File: src/design/bbpa_pkg.sv
`default_nettype none

package bbpa_pkg;

    localparam int ADDR_W     = 32;
    localparam int PAGES_W    = 7;
    localparam int BSL2_W     = 5;
    localparam int OPCODE_W   = 2;
    localparam int STATUS_W   = 2;
    localparam int FREED_W    = 7;
    localparam int FREEBUF_W  = 9;
    localparam int CFG_ADDR_W = 2;
    localparam int OUT_W      = 56;

    // allocation bitmap is kept as words; one word is read per cycle
    localparam int WORD_W = 16;

    localparam logic [PAGES_W-1:0] CFG_PAGES_RST = 7'd64;
    localparam logic [BSL2_W-1:0]  CFG_BSL2_RST  = 5'd10;

    typedef enum logic [OPCODE_W-1:0] {
        OP_ALLOC = 2'd0,
        OP_FREE  = 2'd1,
        OP_TRIM  = 2'd2,
        OP_NONE  = 2'd3
    } op_t;

    typedef enum logic [STATUS_W-1:0] {
        ST_OK       = 2'd0,
        ST_DISABLED = 2'd1,
        ST_NO_BUF   = 2'd2,
        ST_BAD_ADDR = 2'd3
    } status_t;

    typedef enum logic [CFG_ADDR_W-1:0] {
        REG_POOL_ENABLED = 2'd0,
        REG_POOL_BASE    = 2'd1,
        REG_POOL_PAGES   = 2'd2,
        REG_BUF_SIZE_L2  = 2'd3
    } reg_idx_t;

    typedef enum logic [2:0] {
        S_IDLE,
        S_DECODE,
        S_ALLOC_SET,
        S_ALLOC_MAP,
        S_FREE_CHK,
        S_TRIM,
        S_FINISH
    } state_t;

    typedef enum logic [3:0] {
        DP_NONE,
        DP_START,
        DP_DISABLED,
        DP_ALLOC_FIND,
        DP_ALLOC_SET,
        DP_ALLOC_MAP,
        DP_FREE_SUB,
        DP_FREE_CHK,
        DP_TRIM_INIT,
        DP_TRIM_STEP,
        DP_LOAD_OUT
    } dp_op_t;

    typedef struct packed {
        dp_op_t op;
    } dp_cmd_t;

    typedef struct packed {
        op_t  opcode;
        logic enabled;
        logic trim_done;
    } dp_status_t;

endpackage

`default_nettype wire

File: src/design/bbpa_datapath.sv
`default_nettype none

module bbpa_datapath #(
    parameter int MAX_BUFFERS    = 256,
    parameter int MAX_PAGES      = 64,
    parameter int PAGE_SIZE_LOG2 = 12
) (
    input  wire logic                                clk,
    input  wire logic                                rst_n,
    input  wire logic                                cfg_wen,
    input  wire logic [bbpa_pkg::CFG_ADDR_W-1:0]     cfg_addr,
    input  wire logic [bbpa_pkg::ADDR_W-1:0]         cfg_wdata,
    input  wire logic [bbpa_pkg::ADDR_W-1:0]         in_address,
    input  wire logic [bbpa_pkg::OPCODE_W-1:0]       in_opcode,
    input  wire bbpa_pkg::dp_cmd_t                   cmd,
    output bbpa_pkg::dp_status_t                     stat,
    output logic [bbpa_pkg::OUT_W-1:0]               out_tdata
);

    localparam int WORD_W  = bbpa_pkg::WORD_W;
    localparam int WB_W    = $clog2(WORD_W);
    localparam int NW      = (MAX_BUFFERS + WORD_W - 1) / WORD_W;
    localparam int WA_W    = (NW > 1) ? $clog2(NW) : 1;
    localparam int BIT_W   = WA_W + WB_W;
    localparam int NBUF_W  = $clog2(MAX_BUFFERS + 1);
    localparam int PG_W    = (MAX_PAGES > 1) ? $clog2(MAX_PAGES) : 1;
    localparam int PCNT_W  = $clog2(MAX_PAGES + 1);
    localparam int CNT_MAX = (MAX_BUFFERS > MAX_PAGES) ? MAX_BUFFERS : MAX_PAGES;
    localparam int CNT_W   = $clog2(CNT_MAX + 1);
    localparam int ADDR_W  = bbpa_pkg::ADDR_W;
    localparam int PAGES_W = bbpa_pkg::PAGES_W;
    localparam int BSL2_W  = bbpa_pkg::BSL2_W;
    localparam int BYTES_W = PAGES_W + PAGE_SIZE_LOG2;
    localparam int OFF_W   = BIT_W + ADDR_W;

    // buffers in the pool: page bytes over buffer size, capped
    function automatic logic [NBUF_W-1:0] buf_total(
        input logic [PAGES_W-1:0] pages,
        input logic [BSL2_W-1:0]  bsl2
    );
        logic [PAGES_W-1:0] eff;
        logic [BYTES_W-1:0] pool_bytes;
        logic [BYTES_W-1:0] cnt;
        eff = (11'(pages) > 11'(MAX_PAGES)) ? PAGES_W'(MAX_PAGES) : pages;
        pool_bytes = BYTES_W'(eff) << PAGE_SIZE_LOG2;
        cnt = pool_bytes >> bsl2;
        buf_total = (cnt > BYTES_W'(MAX_BUFFERS)) ? NBUF_W'(MAX_BUFFERS) : NBUF_W'(cnt);
    endfunction

    localparam logic [NBUF_W-1:0] RESET_NBUF =
        buf_total(bbpa_pkg::CFG_PAGES_RST, bbpa_pkg::CFG_BSL2_RST);

    // configuration
    logic                 enable_reg;
    logic [ADDR_W-1:0]    base_reg;
    logic [PAGES_W-1:0]   pages_reg;
    logic [BSL2_W-1:0]    bsl2_reg;

    // store
    logic [WORD_W-1:0]    words_reg [NW];
    logic [MAX_PAGES-1:0] mapped_reg;
    logic [NBUF_W-1:0]    free_cnt_reg;

    // per-transaction working registers
    bbpa_pkg::op_t        op_reg;
    logic [ADDR_W-1:0]    addr_reg;
    logic [ADDR_W-1:0]    off_reg;
    logic [WA_W-1:0]      widx_reg;
    logic                 found_reg;
    logic [BIT_W-1:0]     n_reg;
    logic                 ok_reg;
    logic [CNT_W-1:0]     cnt_reg;
    logic                 clean_reg;
    logic [ADDR_W-1:0]    res_addr_reg;
    bbpa_pkg::status_t    res_status_reg;
    logic [PCNT_W-1:0]    freed_reg;
    logic [bbpa_pkg::OUT_W-1:0] out_tdata_reg;

    logic [NBUF_W-1:0]    nbuf;
    logic [PAGES_W-1:0]   cfg_pages_new;
    logic [BSL2_W-1:0]    cfg_bsl2_new;
    logic [NBUF_W-1:0]    cfg_nbuf;

    logic                 alloc_found;
    logic [WA_W-1:0]      alloc_widx;
    logic [BIT_W-1:0]     rd_n;
    logic [WORD_W-1:0]    rd_word;
    logic                 rd_bit;
    logic [WB_W-1:0]      zero_b;
    logic [BIT_W-1:0]     alloc_n;
    logic                 alloc_ok;
    logic [OFF_W-1:0]     alloc_off;
    logic [OFF_W-1:0]     alloc_page;
    logic                 alloc_page_ok;

    logic [ADDR_W-1:0]    free_n;
    logic                 free_misalign;
    logic                 free_ok;

    logic                 big_mode;
    logic [BSL2_W-1:0]    sh_big;
    logic [BSL2_W-1:0]    sh_small;
    logic [CNT_W-1:0]     buf_idx;
    logic [CNT_W-1:0]     small_page;
    logic [CNT_W-1:0]     cnt_inc;
    logic [CNT_W-1:0]     grp_mask;
    logic                 grp_end;
    logic                 clean_now;
    logic                 trim_valid;
    logic                 trim_hit;
    logic [PG_W-1:0]      trim_page;

    assign nbuf = buf_total(pages_reg, bsl2_reg);

    assign cfg_pages_new = (bbpa_pkg::reg_idx_t'(cfg_addr) == bbpa_pkg::REG_POOL_PAGES)
                         ? cfg_wdata[PAGES_W-1:0] : pages_reg;
    assign cfg_bsl2_new  = (bbpa_pkg::reg_idx_t'(cfg_addr) == bbpa_pkg::REG_BUF_SIZE_L2)
                         ? cfg_wdata[BSL2_W-1:0] : bsl2_reg;
    assign cfg_nbuf      = buf_total(cfg_pages_new, cfg_bsl2_new);

    // lowest word that still has a clear bit
    always_comb
    begin
        alloc_found = 1'b0;
        alloc_widx  = '0;
        for (int w = NW - 1; w >= 0; w--)
        begin
            if (!(&words_reg[w]))
            begin
                alloc_found = 1'b1;
                alloc_widx  = WA_W'(w);
            end
        end
    end

    // trim walk
    assign big_mode   = (bsl2_reg >= BSL2_W'(PAGE_SIZE_LOG2));
    assign sh_big     = bsl2_reg - BSL2_W'(PAGE_SIZE_LOG2);
    assign sh_small   = BSL2_W'(PAGE_SIZE_LOG2) - bsl2_reg;
    assign buf_idx    = cnt_reg >> sh_big;
    assign small_page = cnt_reg >> sh_small;
    assign cnt_inc    = cnt_reg + CNT_W'(1);
    assign grp_mask   = ~({CNT_W{1'b1}} << sh_small);
    assign trim_valid = big_mode ? (cnt_reg < CNT_W'(MAX_PAGES)) : (cnt_reg < CNT_W'(nbuf));

    // free address check
    assign free_n        = off_reg >> bsl2_reg;
    assign free_misalign = |(off_reg & ~({ADDR_W{1'b1}} << bsl2_reg));

    // single read port into the bitmap words
    always_comb
    begin
        unique case (cmd.op)
            bbpa_pkg::DP_ALLOC_SET: rd_n = {widx_reg, {WB_W{1'b0}}};
            bbpa_pkg::DP_FREE_CHK:  rd_n = BIT_W'(free_n);
            bbpa_pkg::DP_TRIM_STEP: rd_n = big_mode ? BIT_W'(buf_idx) : BIT_W'(cnt_reg);
            default:                rd_n = '0;
        endcase
    end

    assign rd_word = words_reg[rd_n[BIT_W-1:WB_W]];
    assign rd_bit  = rd_word[rd_n[WB_W-1:0]];

    always_comb
    begin
        zero_b = '0;
        for (int b = WORD_W - 1; b >= 0; b--)
        begin
            if (!rd_word[b])
            begin
                zero_b = WB_W'(b);
            end
        end
    end

    assign alloc_n  = {widx_reg, zero_b};
    assign alloc_ok = found_reg && (free_cnt_reg != '0) && (alloc_n < nbuf);

    assign alloc_off     = OFF_W'(n_reg) << bsl2_reg;
    assign alloc_page    = alloc_off >> PAGE_SIZE_LOG2;
    assign alloc_page_ok = (alloc_page < OFF_W'(MAX_PAGES));

    assign free_ok = !free_misalign && (free_n < ADDR_W'(nbuf)) && rd_bit;

    assign clean_now = clean_reg && !rd_bit;
    assign grp_end   = ((cnt_reg & grp_mask) == grp_mask) || (cnt_inc == CNT_W'(nbuf));

    always_comb
    begin
        if (big_mode)
        begin
            trim_page = cnt_reg[PG_W-1:0];
            trim_hit  = trim_valid && (buf_idx < nbuf) && !rd_bit
                        && mapped_reg[cnt_reg[PG_W-1:0]];
        end
        else
        begin
            trim_page = small_page[PG_W-1:0];
            trim_hit  = trim_valid && grp_end && clean_now
                        && (small_page < CNT_W'(MAX_PAGES))
                        && mapped_reg[small_page[PG_W-1:0]];
        end
    end

    // configuration and store
    always_ff @(posedge clk or negedge rst_n)
    begin
        if (!rst_n)
        begin
            enable_reg   <= 1'b0;
            base_reg     <= '0;
            pages_reg    <= bbpa_pkg::CFG_PAGES_RST;
            bsl2_reg     <= bbpa_pkg::CFG_BSL2_RST;
            for (int w = 0; w < NW; w++)
            begin
                words_reg[w] <= '0;
            end
            mapped_reg   <= '0;
            free_cnt_reg <= RESET_NBUF;
        end
        else if (cfg_wen)
        begin
            unique case (bbpa_pkg::reg_idx_t'(cfg_addr))
                bbpa_pkg::REG_POOL_ENABLED: enable_reg <= cfg_wdata[0];
                bbpa_pkg::REG_POOL_BASE:    base_reg   <= cfg_wdata;
                bbpa_pkg::REG_POOL_PAGES:   pages_reg  <= cfg_wdata[PAGES_W-1:0];
                bbpa_pkg::REG_BUF_SIZE_L2:  bsl2_reg   <= cfg_wdata[BSL2_W-1:0];
            endcase
            // any register write empties the pool
            for (int w = 0; w < NW; w++)
            begin
                words_reg[w] <= '0;
            end
            mapped_reg   <= '0;
            free_cnt_reg <= cfg_nbuf;
        end
        else
        begin
            unique case (cmd.op)
                bbpa_pkg::DP_ALLOC_SET:
                begin
                    if (alloc_ok)
                    begin
                        words_reg[widx_reg] <= rd_word | (WORD_W'(1) << zero_b);
                        free_cnt_reg        <= free_cnt_reg - NBUF_W'(1);
                    end
                end
                bbpa_pkg::DP_ALLOC_MAP:
                begin
                    if (ok_reg && alloc_page_ok)
                    begin
                        mapped_reg[alloc_page[PG_W-1:0]] <= 1'b1;
                    end
                end
                bbpa_pkg::DP_FREE_CHK:
                begin
                    if (free_ok)
                    begin
                        words_reg[rd_n[BIT_W-1:WB_W]] <=
                            rd_word & ~(WORD_W'(1) << rd_n[WB_W-1:0]);
                        free_cnt_reg <= free_cnt_reg + NBUF_W'(1);
                    end
                end
                bbpa_pkg::DP_TRIM_STEP:
                begin
                    if (trim_hit)
                    begin
                        mapped_reg[trim_page] <= 1'b0;
                    end
                end
                default:
                begin
                end
            endcase
        end
    end

    // working registers and result
    always_ff @(posedge clk)
    begin
        unique case (cmd.op)
            bbpa_pkg::DP_START:
            begin
                op_reg         <= bbpa_pkg::op_t'(in_opcode);
                addr_reg       <= in_address;
                res_addr_reg   <= '0;
                res_status_reg <= bbpa_pkg::ST_OK;
                freed_reg      <= '0;
                ok_reg         <= 1'b0;
            end
            bbpa_pkg::DP_DISABLED:
            begin
                res_status_reg <= bbpa_pkg::ST_DISABLED;
            end
            bbpa_pkg::DP_ALLOC_FIND:
            begin
                widx_reg  <= alloc_widx;
                found_reg <= alloc_found;
            end
            bbpa_pkg::DP_ALLOC_SET:
            begin
                ok_reg         <= alloc_ok;
                n_reg          <= alloc_n;
                res_status_reg <= alloc_ok ? bbpa_pkg::ST_OK : bbpa_pkg::ST_NO_BUF;
            end
            bbpa_pkg::DP_ALLOC_MAP:
            begin
                if (ok_reg)
                begin
                    res_addr_reg <= base_reg + alloc_off[ADDR_W-1:0];
                end
            end
            bbpa_pkg::DP_FREE_SUB:
            begin
                off_reg <= addr_reg - base_reg;
            end
            bbpa_pkg::DP_FREE_CHK:
            begin
                if (!free_ok)
                begin
                    res_status_reg <= bbpa_pkg::ST_BAD_ADDR;
                end
            end
            bbpa_pkg::DP_TRIM_INIT:
            begin
                cnt_reg   <= '0;
                clean_reg <= 1'b1;
            end
            bbpa_pkg::DP_TRIM_STEP:
            begin
                if (trim_valid)
                begin
                    cnt_reg <= cnt_inc;
                    // small buffers: a page group restarts clean after its last bit
                    if (!big_mode)
                    begin
                        clean_reg <= grp_end ? 1'b1 : clean_now;
                    end
                    if (trim_hit)
                    begin
                        freed_reg <= freed_reg + PCNT_W'(1);
                    end
                end
            end
            bbpa_pkg::DP_LOAD_OUT:
            begin
                out_tdata_reg <= {5'd0,
                                  bbpa_pkg::FREEBUF_W'(free_cnt_reg),
                                  (freed_reg != '0),
                                  bbpa_pkg::FREED_W'(freed_reg),
                                  res_status_reg,
                                  res_addr_reg};
            end
            default:
            begin
            end
        endcase
    end

    assign stat.opcode    = op_reg;
    assign stat.enabled   = enable_reg;
    assign stat.trim_done = !trim_valid;
    assign out_tdata      = out_tdata_reg;

endmodule

`default_nettype wire

File: src/design/bbpa_ctrl.sv
`default_nettype none

module bbpa_ctrl (
    input  wire logic                  clk,
    input  wire logic                  rst_n,
    input  wire logic                  s_tvalid,
    output logic                       s_tready,
    output logic                       m_tvalid,
    input  wire logic                  m_tready,
    input  wire bbpa_pkg::dp_status_t  stat,
    output bbpa_pkg::dp_cmd_t          cmd
);

    bbpa_pkg::state_t state_reg;
    bbpa_pkg::state_t state_next;
    logic             m_tvalid_reg;
    logic             m_tvalid_next;
    logic             out_free;

    always_ff @(posedge clk or negedge rst_n)
    begin
        if (!rst_n)
        begin
            state_reg    <= bbpa_pkg::S_IDLE;
            m_tvalid_reg <= 1'b0;
        end
        else
        begin
            state_reg    <= state_next;
            m_tvalid_reg <= m_tvalid_next;
        end
    end

    // output slot is free when empty or being drained this cycle
    assign out_free = !m_tvalid_reg || m_tready;

    always_comb
    begin
        state_next    = state_reg;
        cmd.op        = bbpa_pkg::DP_NONE;
        s_tready      = 1'b0;
        m_tvalid_next = m_tvalid_reg && !m_tready;

        unique case (state_reg)
            bbpa_pkg::S_IDLE:
            begin
                s_tready = 1'b1;
                if (s_tvalid)
                begin
                    cmd.op     = bbpa_pkg::DP_START;
                    state_next = bbpa_pkg::S_DECODE;
                end
            end
            bbpa_pkg::S_DECODE:
            begin
                priority if (stat.opcode != bbpa_pkg::OP_NONE && !stat.enabled)
                begin
                    cmd.op     = bbpa_pkg::DP_DISABLED;
                    state_next = bbpa_pkg::S_FINISH;
                end
                else
                begin
                    unique case (stat.opcode)
                        bbpa_pkg::OP_ALLOC:
                        begin
                            cmd.op     = bbpa_pkg::DP_ALLOC_FIND;
                            state_next = bbpa_pkg::S_ALLOC_SET;
                        end
                        bbpa_pkg::OP_FREE:
                        begin
                            cmd.op     = bbpa_pkg::DP_FREE_SUB;
                            state_next = bbpa_pkg::S_FREE_CHK;
                        end
                        bbpa_pkg::OP_TRIM:
                        begin
                            cmd.op     = bbpa_pkg::DP_TRIM_INIT;
                            state_next = bbpa_pkg::S_TRIM;
                        end
                        bbpa_pkg::OP_NONE:
                        begin
                            state_next = bbpa_pkg::S_FINISH;
                        end
                    endcase
                end
            end
            bbpa_pkg::S_ALLOC_SET:
            begin
                cmd.op     = bbpa_pkg::DP_ALLOC_SET;
                state_next = bbpa_pkg::S_ALLOC_MAP;
            end
            bbpa_pkg::S_ALLOC_MAP:
            begin
                cmd.op     = bbpa_pkg::DP_ALLOC_MAP;
                state_next = bbpa_pkg::S_FINISH;
            end
            bbpa_pkg::S_FREE_CHK:
            begin
                cmd.op     = bbpa_pkg::DP_FREE_CHK;
                state_next = bbpa_pkg::S_FINISH;
            end
            bbpa_pkg::S_TRIM:
            begin
                if (stat.trim_done)
                begin
                    state_next = bbpa_pkg::S_FINISH;
                end
                else
                begin
                    cmd.op = bbpa_pkg::DP_TRIM_STEP;
                end
            end
            bbpa_pkg::S_FINISH:
            begin
                if (out_free)
                begin
                    cmd.op        = bbpa_pkg::DP_LOAD_OUT;
                    m_tvalid_next = 1'b1;
                    state_next    = bbpa_pkg::S_IDLE;
                end
            end
            default:
            begin
                state_next = bbpa_pkg::S_IDLE;
            end
        endcase
    end

    assign m_tvalid = m_tvalid_reg;

endmodule

`default_nettype wire

File: src/design/bitmap_buffer_pool_allocator_unit.sv
// Fixed-size buffer pool allocator. Each input transaction (opcode on s_tuser,
// address on s_tdata) gives exactly one result transaction. The block takes one
// transaction at a time; a finished result sits in the output register, so the
// next transaction is accepted while it waits. An allocate runs decode, word
// search, bit set and page map; a free runs decode, offset and check; a disabled
// pool or unused opcode runs decode only; a trim runs decode and then a walk,
// one page per cycle over MAX_PAGES when a buffer is at least a page, else one
// bitmap bit per cycle over the current buffer count. The result is loaded once
// the output slot is free, and the next one is accepted in the cycle after.
// Allocation finds the lowest clear bit through per-word full flags and then a
// 16-bit search of the selected word. Any configuration write empties the pool
// in the same cycle.
`default_nettype none

module bitmap_buffer_pool_allocator_unit #(
    parameter int MAX_BUFFERS    = 256,
    parameter int MAX_PAGES      = 64,
    parameter int PAGE_SIZE_LOG2 = 12
) (
    input  wire logic                                clk,
    input  wire logic                                rst_n,

    input  wire logic                                cfg_wen,
    input  wire logic [bbpa_pkg::CFG_ADDR_W-1:0]     cfg_addr,
    input  wire logic [bbpa_pkg::ADDR_W-1:0]         cfg_wdata,

    input  wire logic                                s_tvalid,
    output logic                                     s_tready,
    input  wire logic [bbpa_pkg::ADDR_W-1:0]         s_tdata,   // buffer_address[31:0]
    input  wire logic [bbpa_pkg::OPCODE_W-1:0]       s_tuser,   // opcode[1:0]

    output logic                                     m_tvalid,
    input  wire logic                                m_tready,
    // address[31:0], status[33:32], freed_pages[40:34], trim_freed[41],
    // free_buffers[50:42], zero[55:51]
    output logic [bbpa_pkg::OUT_W-1:0]               m_tdata
);

    bbpa_pkg::dp_cmd_t    cmd;
    bbpa_pkg::dp_status_t stat;

    bbpa_ctrl u_ctrl (
        .clk      (clk),
        .rst_n    (rst_n),
        .s_tvalid (s_tvalid),
        .s_tready (s_tready),
        .m_tvalid (m_tvalid),
        .m_tready (m_tready),
        .stat     (stat),
        .cmd      (cmd)
    );

    bbpa_datapath #(
        .MAX_BUFFERS    (MAX_BUFFERS),
        .MAX_PAGES      (MAX_PAGES),
        .PAGE_SIZE_LOG2 (PAGE_SIZE_LOG2)
    ) u_datapath (
        .clk        (clk),
        .rst_n      (rst_n),
        .cfg_wen    (cfg_wen),
        .cfg_addr   (cfg_addr),
        .cfg_wdata  (cfg_wdata),
        .in_address (s_tdata),
        .in_opcode  (s_tuser),
        .cmd        (cmd),
        .stat       (stat),
        .out_tdata  (m_tdata)
    );

endmodule

`default_nettype wire

File: config.mk
export PLATFORM = sky130hd
export DESIGN_NAME = bitmap_buffer_pool_allocator_unit
export DESIGN_NICKNAME = d
export VERILOG_FILES = /design/src/design/bbpa_pkg.sv /design/src/design/bbpa_datapath.sv /design/src/design/bbpa_ctrl.sv /design/src/design/bitmap_buffer_pool_allocator_unit.sv
export SDC_FILE = /design/constraint.sdc
export NUM_CORES = 2
export LEC_CHECK = 0
export CORE_MARGIN = 2
export CORE_UTILIZATION = 56
export DETAILED_ROUTE_END_ITERATION = 10
export DONT_BUFFER_PORTS = 1
export HOLD_SLACK_MARGIN = 0.08
export PLACE_DENSITY = 0.74
export SLEW_MARGIN = 10
export SYNTH_ARGS = -nofsm -noshare
export SYNTH_HDL_FRONTEND = slang
export SYNTH_SLANG_ARGS = --single-unit
File: constraint.sdc
create_clock -name clk -period 10.8 [get_ports clk]
set_input_delay 0.54 -clock clk [delete_from_list [all_inputs] [get_ports clk]]
set_output_delay 0.54 -clock clk [all_outputs]
set_load 0.01 [all_outputs]
## Word level (Yosys, flattened, before mapping)

Cells that the tools add are included.

- Register bits after elaboration: 560

- Add/subtract/negate cells: 8
- Multiplexer cells: 104
- Bitwise gates (word level): 12
- Reduce and logical (&&, ||, !) cells: 70
- Eq/ne operators: 37
- Order comparisons: 23
- Shifts and indexed selects: 10

Operator list:

| kind | count |
|---|---|
| 256-bit 2-to-1 mux | 3 |
| 256-bit bitwise mux | 2 |
| 256-bit case mux with 2 select lines | 1 |
| 16-bit AND reduction | 16 |
| 240-bit AND reduction | 1 |
| 64-bit 2-to-1 mux | 3 |
| 16-bit demux with 4-bit select | 2 |
| 64-bit case mux with 2 select lines | 1 |
| 128-bit AND reduction | 1 |
| 4-bit 2-to-1 mux | 27 |
| 64-bit bitwise AND | 1 |
| 16-bit binary-select mux with 4-bit select | 1 |
| 16-bit 2-to-1 mux | 4 |
| 64-bit NOT | 1 |
| 64-bit bitwise OR | 1 |
| 32-bit case mux with 2 select lines | 1 |
| 64-bit AND reduction | 1 |
| 9-bit 2-to-1 mux | 6 |
| 8-bit by 5-bit left shift with 40-bit output | 1 |
| 19-bit by 9-bit > comparator with 1-bit output (second input constant) | 2 |
| 19-bit by 5-bit >> shifter with 19-bit output | 2 |
| 9-bit case mux with 2 select lines | 2 |
| 7-bit 2-to-1 mux | 5 |
| 32-bit adder | 1 |
| 77 further kinds | 178 |

## Depth between registers and ports, before layout

- Depth after elaboration: 37
- Depth in mapped cells: 46
- Gate-level depth less buffers: 35

## Cells and area by module

A second synthesis with hierarchy kept.

- Cell total of the unflattened synthesis: 3697
- Area, all modules: 38037.7 um^2

Modules (own cells, without submodules):

| module | cells each | area each (um^2) | seq. area each (um^2) | instances |
|---|---|---|---|---|
| bbpa_datapath | 3647 | 37601.1 | 14829.2 | 1 |
| bbpa_ctrl | 50 | 436.7 | 100.1 | 1 |

## Worst setup path after synthesis

Ideal clock, no wire load.

- Path kind: reg-to-reg
- Start: reg u_datapath.bsl2_reg[0]
- End: reg u_datapath.out_tdata_reg, in the netlist u_datapath.out_tdata[0], enable pin
- Setup slack: 0.483 ns
- Data required time: 10.214 ns
- Stages on the path, launching flop included: 21
- Data arrival time: 9.731 ns
- Path buffers: 6
- Clock period less this slack: 10.317 ns
- Cell sequence: dfrtp_1 buf_4 buf_4 buf_2 buf_2 buf_2 buf_1 mux2i_1 mux2i_1 a22o_1 or3_1 nor4b_1 o21a_1 nand2_1 or3_1 ha_1 a41oi_1 and3_1 nand3_1 nand3_1 nor4_1

- Longest elaborated chain between the ends: 8
- Elaborated cells between the ends (all ways): 9

RTL lines:

| element | RTL line | RTL |
|---|---|---|
| from (decl) | bbpa_datapath.sv:57 | `logic [BSL2_W-1:0] bsl2_reg;` |
| from (signal assigned) | bbpa_datapath.sv:213 | `bsl2_reg <= bbpa_pkg::CFG_BSL2_RST;` |
| from (signal assigned) | bbpa_datapath.sv:227 | `bbpa_pkg::REG_BUF_SIZE_L2: bsl2_reg <= cfg_wdata[BSL2_W-1:0];` |
| 19-bit by 5-bit >> shifter with 19-bit output | bbpa_datapath.sv:46 | `cnt = pool_bytes >> bsl2;` |
| 19-bit by 9-bit > comparator with 1-bit output | bbpa_datapath.sv:47 | `buf_total = (cnt > BYTES_W'(MAX_BUFFERS)) ? NBUF_W'(MAX_BUFFERS) : NBUF_W'(cnt);` |
| 9-bit 2-to-1 mux | bbpa_datapath.sv:47 |  |
| 9-bit < comparator | bbpa_datapath.sv:144 | `assign trim_valid = big_mode ? (cnt_reg < CNT_W'(MAX_PAGES)) : (cnt_reg < CNT_W'(nbuf));` |
| 1-bit 2-to-1 mux * | bbpa_datapath.sv:144 |  |
| 4-bit 2-to-1 mux * | bbpa_ctrl.sv:103 | `if (stat.trim_done)` |
| 4-bit case mux with 7 select lines * | bbpa_ctrl.sv:44 | `unique case (state_reg)` |
| 4-bit == test * | bbpa_datapath.sv:281 | `unique case (cmd.op)` |
| to (signal assigned) | bbpa_datapath.sv:347 | `out_tdata_reg <= {5'd0,` |
| to (decl) | bbpa_datapath.sv:77 | `logic [bbpa_pkg::OUT_W-1:0] out_tdata_reg;` |

Every way passes the cells marked *; elsewhere a longest branch is shown, timed or not.
A chain may end at the register's enable or synchronous reset.

## Worst setup path after layout

- Start: reg u_datapath.pages_reg[6]
- End: reg u_datapath.words_reg[147] in the netlist's numbering

- Longest elaborated chain between the ends: 37
- Elaborated cells between the ends (all ways): 60

RTL lines:

| element | RTL line | RTL |
|---|---|---|
| from (decl) | bbpa_datapath.sv:56 | `logic [PAGES_W-1:0] pages_reg;` |
| from (signal assigned) | bbpa_datapath.sv:212 | `pages_reg <= bbpa_pkg::CFG_PAGES_RST;` |
| from (signal assigned) | bbpa_datapath.sv:226 | `bbpa_pkg::REG_POOL_PAGES: pages_reg <= cfg_wdata[PAGES_W-1:0];` |
| 7-bit > comparator | bbpa_datapath.sv:44 | `eff = (11'(pages) > 11'(MAX_PAGES)) ? PAGES_W'(MAX_PAGES) : pages;` |
| 7-bit 2-to-1 mux * | bbpa_datapath.sv:44 |  |
| 19-bit by 5-bit >> shifter with 19-bit output * | bbpa_datapath.sv:46 |  |
| 19-bit by 9-bit > comparator with 1-bit output | bbpa_datapath.sv:47 |  |
| 9-bit 2-to-1 mux * | bbpa_datapath.sv:47 |  |
| 9-bit < comparator * | bbpa_datapath.sv:144 |  |
| 1-bit 2-to-1 mux * | bbpa_datapath.sv:144 |  |
| 4-bit 2-to-1 mux * | bbpa_ctrl.sv:103 |  |
| (+2 left out) | n/a |  |
| 8-bit case mux with 3 select lines * | bbpa_datapath.sv:153 | `unique case (cmd.op)` |
| 4-bit NOT with 5-bit output (not written as such) * | bbpa_datapath.sv:161 | `assign rd_word = words_reg[rd_n[BIT_W-1:WB_W]];` |
| 16-bit binary-select mux with 4-bit select * | bbpa_datapath.sv:161 |  |
| 16-bit 2-to-1 mux (not written as such) * (2 in a row) | bbpa_datapath.sv:161 |  |
| 4-bit 2-to-1 mux (15 in a row) | bbpa_datapath.sv:169 | `if (!rd_word[b])` |
| 4-bit 2-to-1 mux * | bbpa_datapath.sv:169 |  |
| via u_datapath.zero_b[1] | bbpa_datapath.sv:89 | `logic [WB_W-1:0] zero_b;` |
| parallel branches: the longest is 6 deep, another holds 8-bit by 9-bit < comparator with 1-bit output | n/a |  |
| to (signal, indexed assignment) | bbpa_datapath.sv:244 | `words_reg[widx_reg] <= rd_word \| (WORD_W'(1) << zero_b);` |
| to (signal, indexed assignment) | bbpa_datapath.sv:259 | `words_reg[rd_n[BIT_W-1:WB_W]] <=` |
| to (decl) | bbpa_datapath.sv:60 | `logic [WORD_W-1:0] words_reg [NW];` |

Mark *: on every way through the listed nets, which the timed path passes. The select of a mux whose other input is x is not followed.

==> results.yml <==
synth:
  async_flop_share_pct: 67.5
  yosysWarnings: 0
  synthDistinctLibCells: 105
  synth-main-ff-cell: "dfrtp_1"
  ys_ff_latch: 560
  synth_area_leaders: "dfrtp_1, edfxtp_1, mux2_2, mux4_2, ha_1"
  syn_area_um2: 39300
  synthCells: 3981
  syn_area_per_cell_um2: 9.86
  synth_top_area_share_pct: 23.8
  synth_top_cell_by_area: "dfrtp_1"
  synth-seq-area-share_pct: 38.0
  synth_edf_count: 182
cells_and_area:
  largest_reg_flops: 256
  syn_to_final_growth_pct: 9.85
  nets: 4172
  mostFrequentLayoutCell: "nand2_1"
  final_cell_area_um2: 43100
  mostFrequentLayoutCells: "nand2_1, dfrtp_1, nor2_1, a21oi_1, o21ai_0"
  drive_above_1_share_pct: 16.3
detailed_routing:
  num_vias: 35775
  final_antenna_net_count: 0
  via_per_inst: 7.20
  first_pass_iters: 9
  wl_per_cell_um: 29.4
  drtIter0Drc: 5733
  wl_um: 146000
  drc: 0
worst_setup_path:
  crit_type: "register to register"
  worstPathRequired_ns: 11.35
  critical-path-top-delay-family: "simple AND/OR/NAND/NOR gates"
  crit_arrival_ns: 10.53
  slowest_delay_ns: 0.87
  slowest_stage: "a311oi_4"
  crit_path_frequent_cell: "a21oi_1"
  critPathBufInv: 5
  cp_max_fo: 19
  crit_path_end_kind: "register"
  critPathLaunchType: "register"
sta:
  setup-violations-final: 0
  fin_skew_ns: 0.0313
  rsz0062_at_grt: "false"
  tightestPinTransition_ns: 1.42
  fin_setup_tns_ns: 0
  hold_ws_ns: 0.126
  min_period_ns: 9.98
  finalCritPeriodShare_pct: 92.4
  hold_viol_final: 0
  slew_headroom_pct: 4.92
  drv_slew: 0
  max_freq_mhz: 100
clocking:
  clockBufferDepth: 3
  clock_sinks: 560
  clk_pin_slew_ns: 0.06
  cts_tree: "done"
  clock_latency_ns: 0.69
  htreeDepth: 2
  cts_root_buf: "clkbuf_16"
  cts_buffers: 61
grt:
  grt_use_total_pct: 39.9
  grt_max_degree: 379
  grt.overflow.total: 0
  grt_pass1_vias: 33201
  grt_pass1_wl_um: 216000
  antenna_found_initial: 7
die:
  row_count: 97
  dieWidth_um: 269
  core_area_um2: 69700
  die_h_um: 269
  dieArea_um2: 72200
  start_util_pct: 56.4
  ios: 131
placed_design:
  gp_congestion: 1.09
  dp_hpwl_um: 99800
  dpl_cell_area_um2: 40100
  port_buffers: 0
flow_run:
  cap_violations: 0
outcome:
  outcome: "finished clean"
min_path:
  hp-class: "input pin to register"
power_and_ir_drop:
  ir_worst_vdd_v: 0.000156
  power-per-cell-area_nw_per_um2: 214
  p_total_w: 0.00922
  p_leak_nw: 17.7
## area by class of cell
class | count | area [µm²]
well taps | 940 | 1180
inverters | 132 | 495
clock inverters | 34 | 420
clock buffers | 81 | 1690
fillers | 5735 | 26500
repair buffers | 180 | 1620
multi-input cells | 3039 | 22800
flip-flops and latches | 560 | 14900
diodes | 6 | 15.0
## kinds of logic (layout without fill, tap and decap cells)
| logic type | count (synthesis) | in the layout | share of synthesized area, % |
|---|---|---|---|
| and+or+nand+nor | 1151 | 1151 | 13.8 |
| muxes | 534 | 534 | 17.8 |
| AOI/OAI and AO/OA | 1148 | 1148 | 20.3 |
| buffers and inverters | 386 | 427 | 4.34 |
| DFF | 560 | 560 | 38.0 |
| other | 1 | 11 | 0.00955 |
| adders and majority gates | 125 | 125 | 4.04 |
| xor gates and xnor gates | 76 | 76 | 1.70 |
## final timing paths
kind                                                   from                         to  slack, ns  cells past startpoint
worst max-delay path                u_datapath.pages_reg[6]  u_datapath.words_reg[147]       0.82                     35
worst min-delay path                                cfg_wen    u_datapath.pages_reg[0]       0.13                      2
worst max register to register      u_datapath.pages_reg[6]  u_datapath.words_reg[147]       0.82                     35
worst min register to register  u_datapath.res_addr_reg[13]   u_datapath.out_tdata[13]       0.41                      0
max in group asynchronous                             rst_n   u_datapath.words_reg[44]       8.50                      4
min in group asynchronous                             rst_n    u_datapath.base_reg[30]       0.36                      2
## what timing repair did
item	4_1_cts	5_1_grt
hold buffers	72	1
setup buffers	0	4
endpoints found under the setup margin	0	2
endpoints found under the hold margin	460	87
resized for setup	0	1
## layer usage
metal / GRT usage (%) / vias to the layer above / routed length, µm
met4: 14.7 / 8 / 6010
li1: - / 15131 / -
met3: 14.8 / 490 / 21300
met1: 56.0 / 17520 / 58200
met5: 1.08 / - / 160
met2: 55.9 / 2626 / 60700
## power breakdown
part	switching [W]	leakage [nW]	internal, W	total, W
logic	0.00274	9.81	0.00135	0.00410
clock network	0.000969	1.04	0.00126	0.00223
registers	0.000310	6.81	0.00259	0.00290
## cells in the mapped netlist (all sizes together) (114+ instances only)
cell	n
a21oi	240
a22o	150
clkbuf	158
dfrtp	374
edfxtp	182
ha	122
inv	127
mux2	320
mux2i	114
nand2	378
nor2	310
o21ai	261
## per-stage QoR
stage	std cells	setup WS, ns	utilization (%)
final	4972	0.818	61.9
after global routing	4967	0.268	61.9
after CTS	4959	0.802	61.7
after detailed placement	4772	0.887	57.6
after global placement	4772	1.04	57.6
after floorplan	3985	0.483	-
Power figures use the tool's default switching activity.
